[src/rtl/sldve_pkg.sv]
package sldve_pkg;

  // Default for the length field range of the stream
  localparam int unsigned LENGTH_BITS_DEF = 24;

  // Field widths fixed by the stream format
  localparam int unsigned VAL_W = 64;
  localparam int unsigned CFG_W = 24;
  localparam int unsigned LEN_W = 24;

  // Reset value of the capacity register
  localparam logic [CFG_W-1:0] BUFFER_BYTES_RST = 24'd4096;

  // Header word, sent as a nine byte code
  localparam logic [VAL_W-1:0] HDR_MAGIC = 64'hDEAD_BEEF_DEAD_BAAF;
  localparam logic [3:0]       LONG_LEN  = 4'd9;
  localparam logic [7:0]       LONG_PFX  = 8'h10;

  // Bytes kept back as margin
  localparam logic [CFG_W-1:0] MARGIN = 24'd9;

  // Item kinds
  localparam logic KIND_VALUE = 1'b0;
  localparam logic KIND_END   = 1'b1;

  // Result status codes
  localparam logic [1:0] ST_OK   = 2'd0;
  localparam logic [1:0] ST_CAP  = 2'd1;
  localparam logic [1:0] ST_SORT = 2'd2;

  typedef struct packed {
    logic             kind;
    logic [VAL_W-1:0] value;
  } in_t;

  typedef struct packed {
    logic [7:0]       out_byte;
    logic             is_last;
    logic [1:0]       status;
    logic [LEN_W-1:0] length;
  } out_t;

  // Closing result of a command
  typedef enum logic [1:0] {
    TL_NONE,
    TL_STOP,
    TL_ERR_CAP,
    TL_ERR_SORT
  } tail_t;

  // One command per item that gives results
  typedef struct packed {
    logic             hdr;
    logic [3:0]       clen;
    logic [VAL_W-1:0] delta;
    tail_t            tail;
    logic [LEN_W-1:0] length;
  } cmd_t;

  // Back end sequencer phases
  typedef enum logic [1:0] {
    PH_HDR,
    PH_CODE,
    PH_TAIL,
    PH_DONE
  } phase_t;

  // Byte i of an n byte code of d, most significant first
  function automatic logic [7:0] code_byte(logic [VAL_W-1:0] d, logic [3:0] n, logic [3:0] i);
    logic [3:0]       sh;
    logic [VAL_W-1:0] shifted;
    sh      = 4'(n - 4'd1 - i);
    shifted = d >> {sh[2:0], 3'b000};
    if (i == 4'd0) begin
      case (n)
        4'd1:    code_byte = {1'b1, d[6:0]};
        4'd2:    code_byte = {2'b01, d[13:8]};
        4'd3:    code_byte = {3'b001, d[20:16]};
        default: code_byte = LONG_PFX;
      endcase
    end else begin
      code_byte = shifted[7:0];
    end
  endfunction

  function automatic phase_t first_phase(cmd_t c);
    if (c.hdr)               first_phase = PH_HDR;
    else if (c.clen != 4'd0) first_phase = PH_CODE;
    else                     first_phase = PH_TAIL;
  endfunction

  function automatic phase_t phase_after(phase_t p, cmd_t c);
    phase_after = PH_DONE;
    unique case (p)
      PH_HDR: begin
        if (c.clen != 4'd0)       phase_after = PH_CODE;
        else if (c.tail != TL_NONE) phase_after = PH_TAIL;
      end
      PH_CODE: begin
        if (c.tail != TL_NONE) phase_after = PH_TAIL;
      end
      default: phase_after = PH_DONE;
    endcase
  endfunction

  function automatic logic [3:0] last_idx(phase_t p, cmd_t c);
    unique case (p)
      PH_HDR:  last_idx = 4'(LONG_LEN - 4'd1);
      PH_CODE: last_idx = 4'(c.clen - 4'd1);
      default: last_idx = 4'd0;
    endcase
  endfunction

endpackage

[src/rtl/sldve_front.sv]
module sldve_front #(
  parameter int unsigned LENGTH_BITS = sldve_pkg::LENGTH_BITS_DEF
) (
  input  logic                              clk,
  input  logic                              rst,
  input  logic                              cfg_valid,
  input  logic [sldve_pkg::CFG_W-1:0]       cfg_data,
  input  logic                              accept,
  input  sldve_pkg::in_t                    item,
  output logic                              push,
  output sldve_pkg::cmd_t                   cmd
);
  import sldve_pkg::*;

  // Byte count never reaches the clamped capacity
  localparam int unsigned CntW = (LENGTH_BITS < CFG_W) ? LENGTH_BITS : CFG_W;
  localparam logic [CFG_W-1:0] CapMax = CFG_W'((64'd1 << CntW) - 64'd1);

  logic [CFG_W-1:0] buffer_bytes;
  logic [VAL_W-1:0] previous_value, previous_value_next;
  logic             header_sent, header_sent_next;
  logic             dropping, dropping_next;
  logic [CntW-1:0]  byte_count, byte_count_next;

  logic [CFG_W-1:0] clamp;
  logic             cap_small, hdr_ovf;
  logic             first, borrow, d_zero, ovf;
  logic [VAL_W-1:0] d;
  logic [3:0]       clen;
  logic [CntW-1:0]  base, stop_cnt;
  logic [CFG_W:0]   bcn;

  // Capacity register
  always_ff @(posedge clk) begin
    if (rst) begin
      buffer_bytes <= BUFFER_BYTES_RST;
    end else if (cfg_valid) begin
      buffer_bytes <= cfg_data;
    end
  end

  // Capacity checks
  assign clamp     = (buffer_bytes > CapMax) ? CapMax : buffer_bytes;
  assign cap_small = clamp < MARGIN;
  assign hdr_ovf   = clamp < (MARGIN + MARGIN + CFG_W'(1));

  // Delta and code length
  assign first         = !header_sent;
  assign {borrow, d}   = {1'b0, item.value} - {1'b0, previous_value};
  assign d_zero        = (d == '0);
  always_comb begin
    if (d[63:7] == '0)       clen = 4'd1;
    else if (d[63:14] == '0) clen = 4'd2;
    else if (d[63:21] == '0) clen = 4'd3;
    else                     clen = LONG_LEN;
  end

  // Running byte count
  assign base     = first ? CntW'(MARGIN) : byte_count;
  assign bcn      = {1'b0, CFG_W'(base)} + (CFG_W+1)'(clen);
  assign ovf      = (bcn + (CFG_W+1)'(MARGIN)) >= {1'b0, clamp};
  assign stop_cnt = base + CntW'(1);

  // Classify the item and build its command
  always_comb begin
    cmd.hdr             = 1'b0;
    cmd.clen            = 4'd0;
    cmd.delta           = d;
    cmd.tail            = TL_NONE;
    cmd.length          = '0;
    push                = 1'b0;
    previous_value_next = previous_value;
    header_sent_next    = header_sent;
    dropping_next       = dropping;
    byte_count_next     = byte_count;
    if (item.kind == KIND_END) begin
      if (!dropping) begin
        push = 1'b1;
        if (first && cap_small) begin
          cmd.tail = TL_ERR_CAP;
        end else if (first && hdr_ovf) begin
          cmd.hdr  = 1'b1;
          cmd.tail = TL_ERR_CAP;
        end else begin
          cmd.hdr    = first;
          cmd.tail   = TL_STOP;
          cmd.length = LEN_W'(stop_cnt);
        end
      end
      previous_value_next = '0;
      header_sent_next    = 1'b0;
      dropping_next       = 1'b0;
      byte_count_next     = '0;
    end else if (!dropping) begin
      if (first && cap_small) begin
        push          = 1'b1;
        cmd.tail      = TL_ERR_CAP;
        dropping_next = 1'b1;
      end else if (first && hdr_ovf) begin
        push             = 1'b1;
        cmd.hdr          = 1'b1;
        cmd.tail         = TL_ERR_CAP;
        dropping_next    = 1'b1;
        header_sent_next = 1'b1;
      end else begin
        cmd.hdr          = first;
        header_sent_next = 1'b1;
        if (borrow) begin
          push          = 1'b1;
          cmd.tail      = TL_ERR_SORT;
          dropping_next = 1'b1;
        end else begin
          previous_value_next = item.value;
          // a repeated value leaves no trace
          if (!d_zero || first) begin
            push            = 1'b1;
            cmd.clen        = clen;
            byte_count_next = bcn[CntW-1:0];
            if (ovf) begin
              cmd.tail      = TL_ERR_CAP;
              dropping_next = 1'b1;
            end
          end
        end
      end
    end
    if (!accept) push = 1'b0;
  end

  // List state
  always_ff @(posedge clk) begin
    if (rst) begin
      previous_value <= '0;
      header_sent    <= 1'b0;
      dropping       <= 1'b0;
      byte_count     <= '0;
    end else if (accept) begin
      previous_value <= previous_value_next;
      header_sent    <= header_sent_next;
      dropping       <= dropping_next;
      byte_count     <= byte_count_next;
    end
  end

  // List state is cleared by every end marker
  a_end_clears: assert property (@(posedge clk) disable iff (rst)
    accept && item.kind == KIND_END |=> !header_sent && !dropping && byte_count == '0)
    else $error("end marker did not clear list state");

  // Once the header is out, the count includes it
  a_count_hdr: assert property (@(posedge clk) disable iff (rst)
    header_sent && !dropping |-> byte_count >= CntW'(MARGIN))
    else $error("byte count below header length");

endmodule

[src/rtl/sldve_queue.sv]
module sldve_queue (
  input  logic            clk,
  input  logic            rst,
  input  logic            push,
  input  sldve_pkg::cmd_t wr_cmd,
  output logic            full,
  input  logic            pop,
  output logic            empty,
  output sldve_pkg::cmd_t head
);
  import sldve_pkg::*;

  cmd_t       mem [2];
  logic       wr_ptr, rd_ptr;
  logic [1:0] count;

  assign full  = (count == 2'd2);
  assign empty = (count == 2'd0);
  assign head  = mem[rd_ptr];

  // Storage
  always_ff @(posedge clk) begin
    if (push) begin
      mem[wr_ptr] <= wr_cmd;
    end
  end

  // Pointers and fill level
  always_ff @(posedge clk) begin
    if (rst) begin
      wr_ptr <= 1'b0;
      rd_ptr <= 1'b0;
      count  <= 2'd0;
    end else begin
      if (push) wr_ptr <= !wr_ptr;
      if (pop)  rd_ptr <= !rd_ptr;
      count <= 2'(count + {1'b0, push} - {1'b0, pop});
    end
  end

  a_fill: assert property (@(posedge clk) disable iff (rst)
    !(push && full) && !(pop && empty) && count <= 2'd2)
    else $error("command queue over or underflow");

endmodule

[src/rtl/sldve_back.sv]
module sldve_back (
  input  logic            clk,
  input  logic            rst,
  input  logic            empty,
  input  sldve_pkg::cmd_t head,
  output logic            pop,
  output logic            result_valid,
  input  logic            result_ready,
  output sldve_pkg::out_t result
);
  import sldve_pkg::*;

  phase_t     phase, phase_next, cur_phase, nxt_phase;
  logic       started, started_next;
  logic [3:0] idx, idx_next;
  logic       can_emit, at_last;
  out_t       res_d;

  // A new result is formed when the output slot is free or being taken
  assign can_emit  = !empty && (!result_valid || result_ready);
  assign cur_phase = started ? phase : first_phase(head);
  assign at_last   = (idx == last_idx(cur_phase, head));
  assign nxt_phase = phase_after(cur_phase, head);

  // Next state
  always_comb begin
    phase_next   = phase;
    started_next = started;
    idx_next     = idx;
    if (can_emit) begin
      if (!at_last) begin
        phase_next   = cur_phase;
        started_next = 1'b1;
        idx_next     = idx + 4'd1;
      end else if (nxt_phase == PH_DONE) begin
        started_next = 1'b0;
        idx_next     = 4'd0;
      end else begin
        phase_next   = nxt_phase;
        started_next = 1'b1;
        idx_next     = 4'd0;
      end
    end
  end

  // Outputs of the sequencer
  always_comb begin
    res_d.out_byte = 8'h00;
    res_d.is_last  = 1'b0;
    res_d.status   = ST_OK;
    res_d.length   = '0;
    unique case (cur_phase)
      PH_HDR:  res_d.out_byte = code_byte(HDR_MAGIC, LONG_LEN, idx);
      PH_CODE: res_d.out_byte = code_byte(head.delta, head.clen, idx);
      PH_TAIL: begin
        res_d.is_last = 1'b1;
        unique case (head.tail)
          TL_STOP: begin
            res_d.status = ST_OK;
            res_d.length = head.length;
          end
          TL_ERR_CAP:  res_d.status = ST_CAP;
          TL_ERR_SORT: res_d.status = ST_SORT;
          default:     res_d.status = ST_OK;
        endcase
      end
      default: res_d.out_byte = 8'h00;
    endcase
    pop = can_emit && at_last && (nxt_phase == PH_DONE);
  end

  always_ff @(posedge clk) begin
    if (rst) begin
      phase   <= PH_HDR;
      started <= 1'b0;
      idx     <= 4'd0;
    end else begin
      phase   <= phase_next;
      started <= started_next;
      idx     <= idx_next;
    end
  end

  // Output register
  always_ff @(posedge clk) begin
    if (rst) begin
      result_valid <= 1'b0;
    end else if (can_emit) begin
      result_valid <= 1'b1;
    end else if (result_ready) begin
      result_valid <= 1'b0;
    end
  end

  always_ff @(posedge clk) begin
    if (can_emit) begin
      result <= res_d;
    end
  end

  // A command part way through stays at the queue head
  a_head_held: assert property (@(posedge clk) disable iff (rst)
    started |-> !empty)
    else $error("command left the queue mid sequence");

  a_idx_range: assert property (@(posedge clk) disable iff (rst)
    idx <= 4'(LONG_LEN - 4'd1))
    else $error("byte index out of range");

  // Errors always close the list with a zero byte
  a_err_last: assert property (@(posedge clk) disable iff (rst)
    result_valid && result.status != ST_OK |-> result.is_last && result.out_byte == 8'h00)
    else $error("error result not closing");

endmodule

[src/rtl/sorted_list_delta_varint_encoder_core.sv]
// Delta varint encoder for ascending lists of 64-bit values.
// Items arrive on item_valid/item_ready: kind 0 carries a list value, kind 1
// closes the list. Result items leave on result_valid/result_ready, one
// stream byte per item, with a closing stop or error item flagged by is_last.
// cfg_valid/cfg_data writes the output capacity in bytes (cfg_ready is
// always high); write it only while the block is idle.
// The front end classifies one item per cycle while the queue has room and
// writes a command into a two-entry queue; the back end sequencer takes the
// command at the queue head and registers one result per cycle into the output
// register while the receiver takes them. An item gives one result for a short
// delta and up to nineteen for a header, long code and error; an item giving
// no result queues no command.
// When the receiver stalls, the output register holds its item, the queue
// fills and item_ready drops once both queue entries are taken.
// Reset clears the list state and the queue and sets the capacity to 4096.
module sorted_list_delta_varint_encoder_core #(
  parameter int unsigned LENGTH_BITS = sldve_pkg::LENGTH_BITS_DEF
) (
  input  logic                        clk,
  input  logic                        rst,
  input  logic                        cfg_valid,
  output logic                        cfg_ready,
  input  logic [sldve_pkg::CFG_W-1:0] cfg_data,
  input  logic                        item_valid,
  output logic                        item_ready,
  input  sldve_pkg::in_t              item,
  output logic                        result_valid,
  input  logic                        result_ready,
  output sldve_pkg::out_t             result
);
  import sldve_pkg::*;

  logic accept, push, full, pop, empty;
  cmd_t wr_cmd, head;

  assign cfg_ready  = 1'b1;
  assign item_ready = !full;
  assign accept     = item_valid && item_ready;

  sldve_front #(
    .LENGTH_BITS (LENGTH_BITS)
  ) u_front (
    .clk       (clk),
    .rst       (rst),
    .cfg_valid (cfg_valid),
    .cfg_data  (cfg_data),
    .accept    (accept),
    .item      (item),
    .push      (push),
    .cmd       (wr_cmd)
  );

  sldve_queue u_queue (
    .clk    (clk),
    .rst    (rst),
    .push   (push),
    .wr_cmd (wr_cmd),
    .full   (full),
    .pop    (pop),
    .empty  (empty),
    .head   (head)
  );

  sldve_back u_back (
    .clk          (clk),
    .rst          (rst),
    .empty        (empty),
    .head         (head),
    .pop          (pop),
    .result_valid (result_valid),
    .result_ready (result_ready),
    .result       (result)
  );

endmodule

[config.mk]
export PLATFORM = sky130hd
export DESIGN_NAME = sorted_list_delta_varint_encoder_core
export DESIGN_NICKNAME = d
export VERILOG_FILES = /design/src/rtl/sldve_pkg.sv /design/src/rtl/sldve_front.sv /design/src/rtl/sldve_queue.sv /design/src/rtl/sldve_back.sv /design/src/rtl/sorted_list_delta_varint_encoder_core.sv
export SDC_FILE = /design/constraint.sdc
export NUM_CORES = 1
export LEC_CHECK = 0
export BUFFER_PORTS_ARGS = -buffer_cell sky130_fd_sc_hd__buf_4
export CORE_MARGIN = 10
export CORE_UTILIZATION = 45
export DETAILED_ROUTE_END_ITERATION = 8
export PLACE_DENSITY = 0.64
export REMOVE_ABC_BUFFERS = 1
export SLEW_MARGIN = 10
export SYNTH_ARGS = -nofsm -noshare
export SYNTH_HDL_FRONTEND = slang
export SYNTH_SLANG_ARGS = --single-unit
export TNS_END_PERCENT = 20
[constraint.sdc]
create_clock -name clk -period 10.12 [get_ports clk]
set_clock_uncertainty 0.05 [all_clocks]
set_input_delay 0.506 -clock clk [delete_from_list [all_inputs] [get_ports clk]]
set_output_delay 0.506 -clock clk [all_outputs]
set_load 0.03 [all_outputs]
* Word level (Yosys, flattened, before mapping)
Memory sizes are Yosys's and may differ from the RTL's. A register that Yosys moved wholly into a read port is not among the register bits.
Index checks and enable logic that the tools add are counted.
** Word-level totals
- RAM bits :: 190
- Input port bits :: 94
- Logic and storage cells :: 162
- Memories :: 1
- Flip-flop bits (word level) :: 161
- Output and inout port bits :: 38
** Memories
- u_queue.mem :: depth 2, bits a word 95, rd ports 1, clocked after Yosys merged registers in 1, write ports 1, line sldve_queue.sv:13 : cmd_t mem [2];
** Operators by class
- Magnitude comparators :: 4
- Add/sub/neg operators :: 10
- Shift operators :: 2
- Muxes and demuxes :: 82
- Eq/ne operators :: 16
- Reduce and logical (&&, ||, !) cells :: 31
** Operators by type and width (number)
- $mux W64 :: 5
- $mux W24 :: 12
- $sub A64 B64 Y65 :: 1
- $logic_not A64 Y1 :: 1
- $shr A64 B6 Y8 :: 1
- $shr A64 B6 Y8 const A :: 1
- $logic_not A57 Y1 :: 1
- $logic_not A50 Y1 :: 1
- $logic_not A43 Y1 :: 1
- $mux W4 :: 8
- $mux W1 :: 31
- $mux W2 :: 15
- $mux W27 :: 1
- $mux W26 :: 1
- $add A24 B4 Y25 :: 1
- $add A25 B4 Y25 const B :: 1
- $ge A25 B24 Y1 :: 1
- $add A24 B1 Y24 const B :: 1
- $gt A24 B24 Y1 const B :: 1
- $lt A24 B4 Y1 const B :: 1
- $lt A24 B5 Y1 const B :: 1
- $pmux W8 S3 :: 1
- $mux W8 :: 2
- $pmux W8 S2 :: 1
- other kinds (26) :: 54

* Logic depth before layout (Yosys ltp)
Gate-level depths: netlist (run 1).
- Word-level depth :: 15
- Depth in mapped cells :: 39
- Mapped depth without buffers :: 39

* Cells and area by module
From an unflattened synthesis (run 1), not the netlist that was laid out.
** Second synthesis, totals
- Cells, all modules :: 2146
- Area total of the unflattened synthesis :: 21461.8 µm²
** By module, submodules not included
- sldve_front :: instances 1, sequential area each 2282.2 µm², cells an instance 1578, area each 11233.3 µm²
- sldve_queue :: instances 1, sequential area each 5805.6 µm², cells an instance 317, area each 7282.0 µm²
- sldve_back :: instances 1, sequential area each 1211.2 µm², cells an instance 247, area each 2925.3 µm²
- sorted_list_delta_varint_encoder_core :: instances 1, sequential area each 0.0 µm², cells an instance 4, area each 21.3 µm²

* Worst setup path before layout (run 1)
Ideal clock, no wire load.
- Kind :: input to register
- From :: input port item[0] (netlist bit)
- To :: memory u_queue.mem[0][0] (netlist bit), enable pin
- Stages :: 16
- Setup slack :: 1.650 ns
- Setup time :: 0.558 ns
- Buffers on the path :: 1
- Arrival :: 7.861 ns
- Data required time :: 9.512 ns
- Path through :: inv_1 -> ha_1 -> fa_1 -> nand2b_1 -> a21oi_1 -> o21ai_1 -> a2111oi_0 -> o211a_1 -> nor2_1 -> a211oi_1 -> or4_1 -> nor4b_2 -> and4_1 -> buf_4 -> a21oi_2 -> nor2b_1
** RTL lines
- start: declaration :: line sorted_list_delta_varint_encoder_core.sv:26 : input sldve_pkg::in_t item,
- end: declaration :: line sldve_queue.sv:13

==> results of run 1 <==
-- timing repair --
action,4_1_cts,5_1_grt
setup buffers,0,1
setup endpoints to repair,0,2
resized for setup,0,2
-- kinds of logic after synthesis --
group                      Yosys count
buffers and inverters              258
other                                1
and+or+nand+nor                    784
xor gates and xnor gates           101
adders and majority gates          110
DFF                                350
AOI/OAI and AO/OA                  552
muxes                              111
-- area by class of cell --
| class | count | share of cell area [%] |
|---|---|---|
| multi-input combinational | 1659 | 45.9 |
| timing repair buffer | 173 | 5.31 |
| clock buffer | 49 | 4.49 |
| clock inverter | 26 | 1.08 |
| tap | 607 | 3.11 |
| inverter | 154 | 2.36 |
| sequential | 350 | 37.8 |
-- sequential cells by signal (all words and copies together) (netlist names), named ones only --
signal and count:
u_front.buffer_bytes 24, u_back.result_valid 1, u_queue.rd_ptr 1, u_queue.mem 188, u_back.idx 4, u_front.previous_value 64, u_queue.wr_ptr 1, u_back.result 35
u_back.started 1, u_front.byte_count 24, u_front.header_sent 1, u_back.phase 2, u_front.dropping 1, u_queue.count 2
-- synthesized netlist by cell type (all sizes together), types with 29 or more instances --
cell / n
a21oi: 212
and2: 29
clkbuf: 81
dfxtp: 127
edfxtp: 223
ha: 107
inv: 154
mux2i: 74
mux4: 30
nand2: 238
nand3: 37
nand3b: 65
nand4: 46
nor2: 194
nor3: 46
o21ai: 111
xnor2: 65
xor2: 36
-- routing by layer --
layer  GRT usage, %  up-vias  share of wire (%)
met4           6.21        0                2.4
met3           2.60       89                4.6
met1           27.8     8591                 45
li1               -     8511                  -
met5              0        -                  0
met2           35.5      488                 48
-- worst paths after layout --
path	start	endpoint	slack (ns)	depth (start not counted)
worst max-delay path	u_front.previous_value[0]	u_queue.mem[1][25]	0.66	35
worst max register to register	u_front.previous_value[0]	u_queue.mem[1][25]	0.66	35
worst min register to register	u_front.previous_value[35]	u_front.previous_value[35]	0.40	2
worst min-delay path	cfg_data[23]	u_front.buffer_bytes[23]	0.12	3
-- report_power, final --
part	internal [mW]	switching, mW	total, mW
sequential	1.73	0.0593	1.79
clock	0.884	0.615	1.50
combinational	0.426	0.766	1.19
total	3.04	1.44	4.48
-- layout by cell type (no fill, tap or decap), types with 20 or more instances in the layout --
master and n:
buf_4 173, ha_1 107, mux4_2 30, o21a_1 21, xnor2_1 65, nand3b_1 65, nor3_1 45, nand4_1 45
edfxtp_1 223, a211oi_1 27, inv_1 153, a21o_1 28, dfxtp_1 126, nor2_1 194, nor4_1 21, clkbuf_16 43
mux2i_1 74, or3_1 24, o22ai_1 25, a21oi_1 206, and2_1 28, o21ai_0 94, nand2_1 237, nand3_1 37
nor2b_1 20, xor2_1 36
-- tightest hold or removal path: stages --
cell and delay (ns):
buf_4 0.07, mux2i_1 0.05, nor2_1 0.07
-- per-stage QoR --
stage	worst slack, ns	hold WS (ns)	cell area [um^2]	util, %	cells
floorplan	1.71	0.376	21000	-	2163
global placement	0.500	0.389	23100	49.2	2942
detailed placement	0.303	0.393	23100	49.2	2942
CTS	0.583	0.100	24400	52.1	3017
global route	0.00569	0.124	24500	52.2	3018
finish	0.660	0.119	24500	52.2	3018
==> run_results.csv, run 1 <==
group,metric,value,unit
outcome,status,"finished, final reports clean",
sta,min_period,9.46,ns
sta,slew_viol_final,0,
placed_design,hpwl,46300,um
final_layout,multi_input_area,0.0112,mm^2
global_route,grt_max_degree,81,
yosys,synth_compound_area_share,16.3,%
sta,worst_pin_slew,1.01,ns
critical_path,cp.required,10.35,ns
yosys,synth_largest_area_cell,"edfxtp_1",
drt,wire_per_inst,20.2,um
drt,dr.first_iter.drc_count,1347,
yosys,synth_mux_area_share,6.98,%
yosys,syn_avg_cell_area,9.45,um^2
critical_path,cp_slowest_cell,"or4_1",
yosys,synth_top_family_by_area,"simple AND/OR/NAND/NOR gates",
power_and_ir_drop,irDropWorstVdd,0.000124,V
floorplan,die-area,0.0567,mm^2
cts,tritoncts,"yes",
critical_path,cp_slowest_stage_delay,0.61,ns
global_route,grt_pass1_wl,96400,um
final_layout,nets,2583,
final_layout,diodes,0,
global_route,track_usage,21.0,%
yosys,synth_top_area_share,31.3,%
yosys,synth_edf_count,223,
cts,cts_max_level,2,
floorplan,ios,132,
power_and_ir_drop,leakage,8.57,nW
run,drv_cap,0,
critical_path,worstSetupPathType,"flop to flop",
final_layout,seqCellArea,0.00924,mm^2
global_route,gr-total-overflow,0,
critical_path,worstPathMaxFanout,5,
power_and_ir_drop,power.total,4.48,mW
global_route,grt_pass1_vias,17486,
sta,fmax,106,MHz
global_route,antenna_found_initial,0,
drt,final_antenna_net_count,0,
final_layout,syn_to_final_growth,14.2,%
yosys,synth_seq_cells,350,
final_layout,fillCellCount,4350,
yosys,yosys.area_share.simple,18.2,%
critical_path,cp_data_arrival_time,9.69,ns
critical_path,cp_top_family,"simple AND/OR/NAND/NOR gates",
drt,drc,0,
critical_path,critPathLaunchType,"flop",
placed_design,port-buffer-count,130,
yosys,synth_area,0.0214,mm^2
sta,hold_violations,0,
cts,cts.sinks,350,
cts,insertion_delay,0.58,ns
sta,finalCritPeriodShare,93.5,%
yosys,seq_area_frac_synth,43.1,%
floorplan,core-area,0.0469,mm^2
cts,cts_root_buffer,"clkbuf_16",
cts,numCtsBuffers,41,
yosys,synthAdderAreaFrac,6.53,%
yosys,synth_cell_types,88,
power_and_ir_drop,power_density,183,mW/mm^2
yosys,netlist_instances,2267,
yosys,netlist_top_cells_area,"edfxtp_1 31%, dfxtp_1 12%, ha_1 6.3%",
drt,drtPass1Iterations,5,
cts,cts.path.max_buffers,3,
sta,grt_setup_unrepaired,"no",
sta,fin_setup_tns,0,ns
yosys,synth_xor_area_share,4.13,%
cts,cts.clk_slew.worst_paths,0.06,ns
yosys,synth_warnings,0,
sta,maxSlewHeadroom,32.5,%
drt,avgViaCountPerCell,5.86,
yosys,synth-main-ff-cell,"edfxtp_1",
critical_path,cp_num_buf_inv,2,
critical_path,worstSetupEndpointType,"flop",
floorplan,dieHeight,238,um
sta,final-setup-viol-count,0,
floorplan,rows,79,
drt,wl,61000,um
final_layout,drive_above_1_share,12.6,%
floorplan,floorplan.initialDensity,45.7,%
min_path,hold_class,"input pin to flop",
cts,cts-hold-fix-buffers,0,
yosys,synthArstFlopShare,0,%
placed_design,gp_congestion,0.934,
floorplan,die_w,238,um
drt,num_vias,17679,
(Power assumes the default switching activity.)
==> inputs of run 2 (changes only) <==
--- a/config.mk
+++ b/config.mk
@@ -14,5 +14,6 @@
 export SLEW_MARGIN = 10
 export SYNTH_ARGS = -nofsm -noshare
 export SYNTH_HDL_FRONTEND = slang
+export SYNTH_HIERARCHICAL = 1
 export SYNTH_SLANG_ARGS = --single-unit
 export TNS_END_PERCENT = 20
==> run_results.csv, run 2 <==
group,metric,value,unit
yosys,synth_area,0.0215,mm^2
cts,cts.sinks,352,
critical_path,cp_num_buf_inv,3,
yosys,synth_warnings,6,
yosys,synth.most_common_cell,"nor2_1",
final_layout,final_common_cell,"nor2_1",
yosys,synth_edf_count,225,
min_path,hold_class,"input pin to flop",
final_layout,diodes,0,
critical_path,worstSetupPathType,"flop to flop",
critical_path,cp.required,10.37,ns
critical_path,cp_slowest_stage_delay,0.54,ns
placed_design,gp_congestion,0.895,
cts,cts.clk_slew.worst_paths,0.06,ns
yosys,synthArstFlopShare,0,%
sta,hold_violations,0,
final_layout,regMostFlops,"u_queue/mem",
power_and_ir_drop,leakage,9.03,nW
global_route,grt_pass1_wl,90900,um
global_route,track_usage,20.0,%
yosys,synth_seq_cells,352,
cts,post_cts_resized,0,
placed_design,hpwl,44300,um
run,drv_cap,0,
drt,dr.first_iter.drc_count,1090,
drt,avgViaCountPerCell,5.70,
global_route,grt_max_degree,79,
floorplan,die_w,238,um
critical_path,worstPathMaxFanout,7,
power_and_ir_drop,power_density,179,mW/mm^2
placed_design,dp_cells,2808,
yosys,synth_top_area_share,31.5,%
critical_path,cp_slowest_cell,"or4_1",
final_layout,largest_reg_flops,190,
sta,final-setup-viol-count,0,
floorplan,core-area,0.0469,mm^2
outcome,status,"finished, final reports clean",
floorplan,ios,132,
yosys,synth_largest_area_cell,"edfxtp_1",
power_and_ir_drop,irDropWorstVdd,0.000110,V
cts,numCtsBuffers,41,
critical_path,cp_data_arrival_time,9.70,ns
cts,cts.path.max_buffers,3,
critical_path,cp_top_family,"simple AND/OR/NAND/NOR gates",
yosys,synth-main-ff-cell,"edfxtp_1",
floorplan,floorplan.initialDensity,45.8,%
drt,drc,0,
sta,grt_setup_unrepaired,"no",
global_route,gr-total-overflow,0,
critical_path,critPathLaunchType,"flop",
drt,num_vias,16451,
final_layout,syn_to_final_growth,13.5,%
sta,fin_setup_tns,0,ns
placed_design,port-buffer-count,130,
floorplan,die-area,0.0568,mm^2
cts,cts_setup_buffers,0,
sta,fmax,106,MHz
cts,cts-hold-fix-buffers,0,
global_route,antenna_found_initial,0,
critical_path,worstSetupEndpointType,"flop",
cts,cts_root_buffer,"clkbuf_16",
drt,wire_per_inst,20.2,um
drt,final_antenna_net_count,0,
drt,drtPass1Iterations,7,
final_layout,drive_above_1_share,16.6,%
floorplan,dieHeight,238,um
cts,cts_max_level,2,
final_layout,instances_no_fill,2884,
yosys,synthTopCellsByCount,"258 x nor2_1, 225 x edfxtp_1, 147 x nand2_1",
final_layout,nets,2446,
yosys,seq_area_frac_synth,43.3,%
global_route,grt_pass1_vias,16068,
yosys,syn_avg_cell_area,10.0,um^2
yosys,netlist_top_cells_area,"edfxtp_1 31%, dfxtp_1 12%, ha_1 6.1%",
final_layout,largest_registers,"u_queue/mem: 190 flops, u_front/previous_value: 64 flops, u_back/result: 35 flops",
sta,min_period,9.45,ns
cts,insertion_delay,0.58,ns
final_layout,layout_common_cells,"258 x nor2_1, 225 x edfxtp_1, 158 x buf_4",
sta,worst_pin_slew,1.10,ns
floorplan,rows,79,
yosys,synth_cell_types,107,
drt,wl,58200,um
yosys,netlist_instances,2146,
sta,slew_viol_final,0,
cts,tritoncts,"yes",
sta,maxSlewHeadroom,26.8,%
sta,finalCritPeriodShare,93.3,%
[run 2: stage by stage]
step | setup slack (ns) | cell area [um^2] | utilization [%] | power [mW] | hold WS (ns)
final | 0.674 | 24400 | 52.0 | 4.36 | 0.122
after floorplan | 1.40 | 21000 | - | 2.52 | 0.393
after global routing | 0.0166 | 24400 | 52.0 | 4.56 | 0.107
after global placement | 0.422 | 23000 | 49.0 | 2.86 | 0.422
after CTS | 0.515 | 24300 | 51.9 | 4.40 | 0.0942
after detailed placement | 0.294 | 23000 | 49.0 | 2.87 | 0.434
[run 2: worst min-delay path, stage by stage]
cell and delay [ns]:
buf_4 0.08, mux2i_1 0.05, nor2_1 0.07
[run 2: final timing paths]
path	from	end	slack, ns	cells past startpoint
worst max register to register	u_front/previous_value[14]	u_queue/mem[1][25]	0.67	37
worst min register to register	u_front/previous_value[11]	u_front/previous_value[11]	0.44	2
worst max-delay path	u_front/previous_value[14]	u_queue/mem[1][25]	0.67	37
worst min-delay path	cfg_data[1]	u_front/buffer_bytes[1]	0.12	3
[run 2: cell type report]
type / count / area [um^2]
Clock inverter: 19 / 209
Multi-Input combinational cell: 1558 / 11200
Clock buffer: 57 / 1170
Sequential cell: 352 / 9300
Fill cell: 4290 / 22500
Timing Repair Buffer: 158 / 1190
Tap cell: 607 / 759
Inverter: 133 / 499
[run 2: cells by family (layout without fill, tap and decap cells)]
| kind of cell | count (synthesis) | after routing | share of synthesized area [%] |
|---|---|---|---|
| AOI/OAI and AO/OA | 463 | 463 | 14.5 |
| xor gates and xnor gates | 123 | 123 | 5.22 |
| adders and majority gates | 109 | 109 | 6.45 |
| buffers and inverters | 236 | 367 | 4.63 |
| DFF | 352 | 352 | 43.3 |
| muxes | 165 | 165 | 10.0 |
| other | 2 | 2 | 0.0350 |
| and+or+nand+nor | 696 | 696 | 15.8 |
[run 2: layer usage]
layer	up-vias	track usage (%)	wire, um	part of all wire [%]
met5	-	0	0	0
met4	0	4.35	1010	1.7
met3	67	3.19	2710	4.7
met2	400	34.8	28500	49
met1	7970	25.7	26000	45
li1	8014	-	-	-
[run 2: report_power, final]
| group | leakage [nW] | internal [mW] | switching [mW] | total [mW] |
|---|---|---|---|---|
| combinational | 5.18 | 0.415 | 0.663 | 1.08 |
| sequential | 3.17 | 1.72 | 0.0522 | 1.77 |
| clock | 0.679 | 0.913 | 0.595 | 1.51 |
| total | 9.03 | 3.05 | 1.31 | 4.36 |
==> inputs of run 3 (changes only) <==
--- a/config.mk
+++ b/config.mk
@@ -5,11 +5,12 @@
 export SDC_FILE = /design/constraint.sdc
 export NUM_CORES = 1
 export LEC_CHECK = 0
+export ABC_AREA = 1
 export BUFFER_PORTS_ARGS = -buffer_cell sky130_fd_sc_hd__buf_4
 export CORE_MARGIN = 10
-export CORE_UTILIZATION = 45
+export CORE_UTILIZATION = 50
 export DETAILED_ROUTE_END_ITERATION = 8
-export PLACE_DENSITY = 0.64
+export PLACE_DENSITY = 0.69
 export REMOVE_ABC_BUFFERS = 1
 export SLEW_MARGIN = 10
 export SYNTH_ARGS = -nofsm -noshare
==> constraint.sdc (replaced) <==
create_clock -name clk -period 9.9 [get_ports clk]
set_clock_uncertainty 0.05 [all_clocks]
set_input_delay 0.495 -clock clk [delete_from_list [all_inputs] [get_ports clk]]
set_output_delay 0.495 -clock clk [all_outputs]
set_load 0.03 [all_outputs]
==> run_results.csv, run 3 <==
group,metric,value,unit
critical_path,timing.rr.end,"u_queue/mem[1][25]",
drt,final_antenna_net_count,0,
critical_path,cp_slowest_stage_delay,0.50,ns
sta,worst_pin_slew,1.23,ns
critical_path,worstSetupEndpointType,"flop",
run,drv_cap,0,
cts,cts_setup_buffers,0,
critical_path,worstSetupStartpoint,"u_front/previous_value[12]",
cts,numCtsBuffers,40,
final_layout,layout_common_cells,"987 x nand2_1, 644 x inv_1, 291 x nor2_1",
drt,wl_met2,28200,um
drt,num_vias,21235,
critical_path,cp.required,10.16,ns
yosys,syn_avg_cell_area,7.25,um^2
floorplan,ios,132,
drt,wl_met3,3870,um
final_layout,nets,3688,
yosys,synth_largest_area_cell,"edfxtp_1",
sta,whs,0.112,ns
cts,insertion_delay,0.58,ns
final_layout,largest_registers,"u_queue/mem: 190 flops, u_front/previous_value: 64 flops, u_back/result: 35 flops",
drt,routed.top_layer,"met4",
power_and_ir_drop,leakage,13.1,nW
global_route,grt_max_degree,74,
yosys,synth.most_common_cell,"nand2_1",
cts,cts.clk_slew.worst_paths,0.06,ns
cts,tritoncts,"yes",
placed_design,port-buffer-count,130,
sta,maxSlewHeadroom,18.1,%
drt,wire_per_inst,15.5,um
critical_path,worstPathMaxFanout,5,
floorplan,die_w,242,um
sta,final-setup-viol-count,0,
critical_path,cp_data_arrival_time,7.92,ns
drt,wl,64800,um
yosys,synth-main-ff-cell,"edfxtp_1",
final_layout,drive_above_1_share,12.5,%
final_layout,largest_reg_flops,190,
critical_path,cpMostUsedCell,"nand2_1",
yosys,synth_top_area_share,27.5,%
yosys,synthArstFlopShare,0,%
final_layout,final_util,56.3,%
yosys,netlist_instances,3384,
global_route,grt_pass1_wl,102000,um
critical_path,worstSetupPathType,"flop to flop",
cts,cts_root_buffer,"clkbuf_16",
critical_path,reg2reg_slack,2.24,ns
cts,cts_max_level,2,
sta,fmax,131,MHz
drt,drc,0,
critical_path,r2r_start,"u_front/previous_value[12]",
sta,layout_setup_ws,2.24,ns
yosys,synthTopCellsByCount,"987 x nand2_1, 646 x inv_1, 292 x nor2_1",
drt,dr.first_iter.drc_count,1805,
cts,cts.path.max_buffers,3,
placed_design,pre_cts_ws,2.09,ns
power_and_ir_drop,power_density,180,mW/mm^2
sta,grt_setup_unrepaired,"no",
cts,cts.sinks,352,
sta,slew_viol_final,0,
global_route,gr-total-overflow,0,
yosys,synth_area,0.0245,mm^2
sta,finalCritPeriodShare,77.3,%
final_layout,diodes,0,
yosys,synth_edf_count,225,
drt,drtPass1Iterations,6,
global_route,antenna_found_initial,0,
power_and_ir_drop,irDropWorstVdd,0.000117,V
floorplan,dieHeight,242,um
critical_path,reg2regPathDepth,53,
yosys,seq_area_frac_synth,37.9,%
sta,min_period,7.66,ns
critical_path,endpoint,"u_queue/mem[1][25]",
critical_path,cp_slowest_cell,"o21ai_0",
placed_design,hpwl,50100,um
floorplan,core-area,0.0487,mm^2
global_route,grt_pass1_vias,19347,
critical_path,critPathLaunchType,"flop",
global_route,track_usage,21.3,%
cts,post_cts_resized,0,
floorplan,floorplan.initialDensity,50.3,%
yosys,synth_warnings,6,
yosys,synth_cell_types,57,
floorplan,die-area,0.0583,mm^2
outcome,status,"finished, final reports clean",
final_layout,syn_to_final_growth,11.8,%
yosys,netlist_top_cells_area,"edfxtp_1 28%, nand2_1 15%, dfxtp_1 10%",
drt,wl_met1,30800,um
final_layout,regMostFlops,"u_queue/mem",
placed_design,gp_congestion,1.02,
yosys,synth_seq_cells,352,
cts,cts-hold-fix-buffers,0,
floorplan,rows,81,
drt,avgViaCountPerCell,5.08,
final_layout,final_common_cell,"nand2_1",
sta,hold_violations,0,
min_path,hold_class,"input pin to flop",
-- run 3: cell types whose count changed after synthesis, moves of 27 or more --
cell	change
nand2_1	+840
inv_1	+515
nand3_1	+157
a22oi_1	-69
a21oi_1	+65
xnor2_1	-50
mux2i_1	-43
nor2_1	+34
and2_1	-33
a21o_1	-32
nand2_2	+30
clkbuf_1	-27
-- run 3: layout make-up --
type	instances	area [um^2]
multi-input combinational	2278	12300
tap	664	831
sequential	352	9300
clock inverter	25	288
inverter	672	2530
timing repair buffer	142	1070
clock buffer	48	1070
fill	4710	21300
-- run 3: logic make-up (layout without fill, tap and decap cells) --
| group | Yosys count | after routing | share of synthesized area [%] |
|---|---|---|---|
| simple gates | 1682 | 1682 | 29.4 |
| xor+xnor | 72 | 72 | 2.63 |
| flops | 352 | 352 | 37.9 |
| compound gates | 309 | 309 | 6.93 |
| mux | 105 | 105 | 5.53 |
| buf+inv | 754 | 887 | 12.0 |
| other cells | 2 | 2 | 0.0306 |
| fa+ha+maj | 108 | 108 | 5.60 |
-- run 3: metal layers --
metal | global-route usage, % | up-vias
li1 | - | 10891
met1 | 29.7 | 9604
met2 | 33.0 | 629
met3 | 3.22 | 111
met4 | 7.07 | 0
met5 | 0 | -
-- run 3: how the worst min path moves through the flow --
stage	start	endpoint	slack [ns]	cells after the start
after floorplan	u_front/previous_value[10]	u_front/previous_value[10]	0.39	2
after CTS	cfg_data[12]	u_front/buffer_bytes[12]	0.07	3
after detailed placement	u_front/previous_value[47]	u_front/previous_value[47]	0.41	2
after global routing	cfg_valid	u_front/buffer_bytes[12]	0.1	2
final	cfg_data[12]	u_front/buffer_bytes[12]	0.11	3
after global placement	u_front/previous_value[22]	u_front/previous_value[22]	0.40	2
-- run 3: report_power, final --
group	internal (mW)	leakage, nW	total, mW	switching [mW]
logic	0.509	9.28	1.53	1.02
registers	1.80	3.17	1.87	0.0698
clock network	0.909	0.672	1.53	0.622
total	3.21	13.1	4.93	1.71
-- run 3: stage by stage --
stage          TNS (ns)  area, um^2  power, mW  instances
4_1_cts               0       27400       4.96       4181
6_report              0       27400       4.93       4181
5_1_grt               0       27400       5.21       4181
3_3_place_gp          0       26100       3.40       4108
2_1_floorplan    -29.83       24100       2.97       3302
3_5_place_dp          0       26100       3.42       4108
-- run 3: worst max-delay path: cells and delay by family (launching register included) --
kind / cells / cell delay (ns)
adder cells (fa/ha/maj): 3 / 0.96
flip-flops: 1 / 0.33
XOR/XNOR: 1 / 0.21
buffers and inverters: 7 / 0.54
AND/OR/NAND/NOR: 37 / 4.25
AO/OA/AOI/OAI: 5 / 1.05
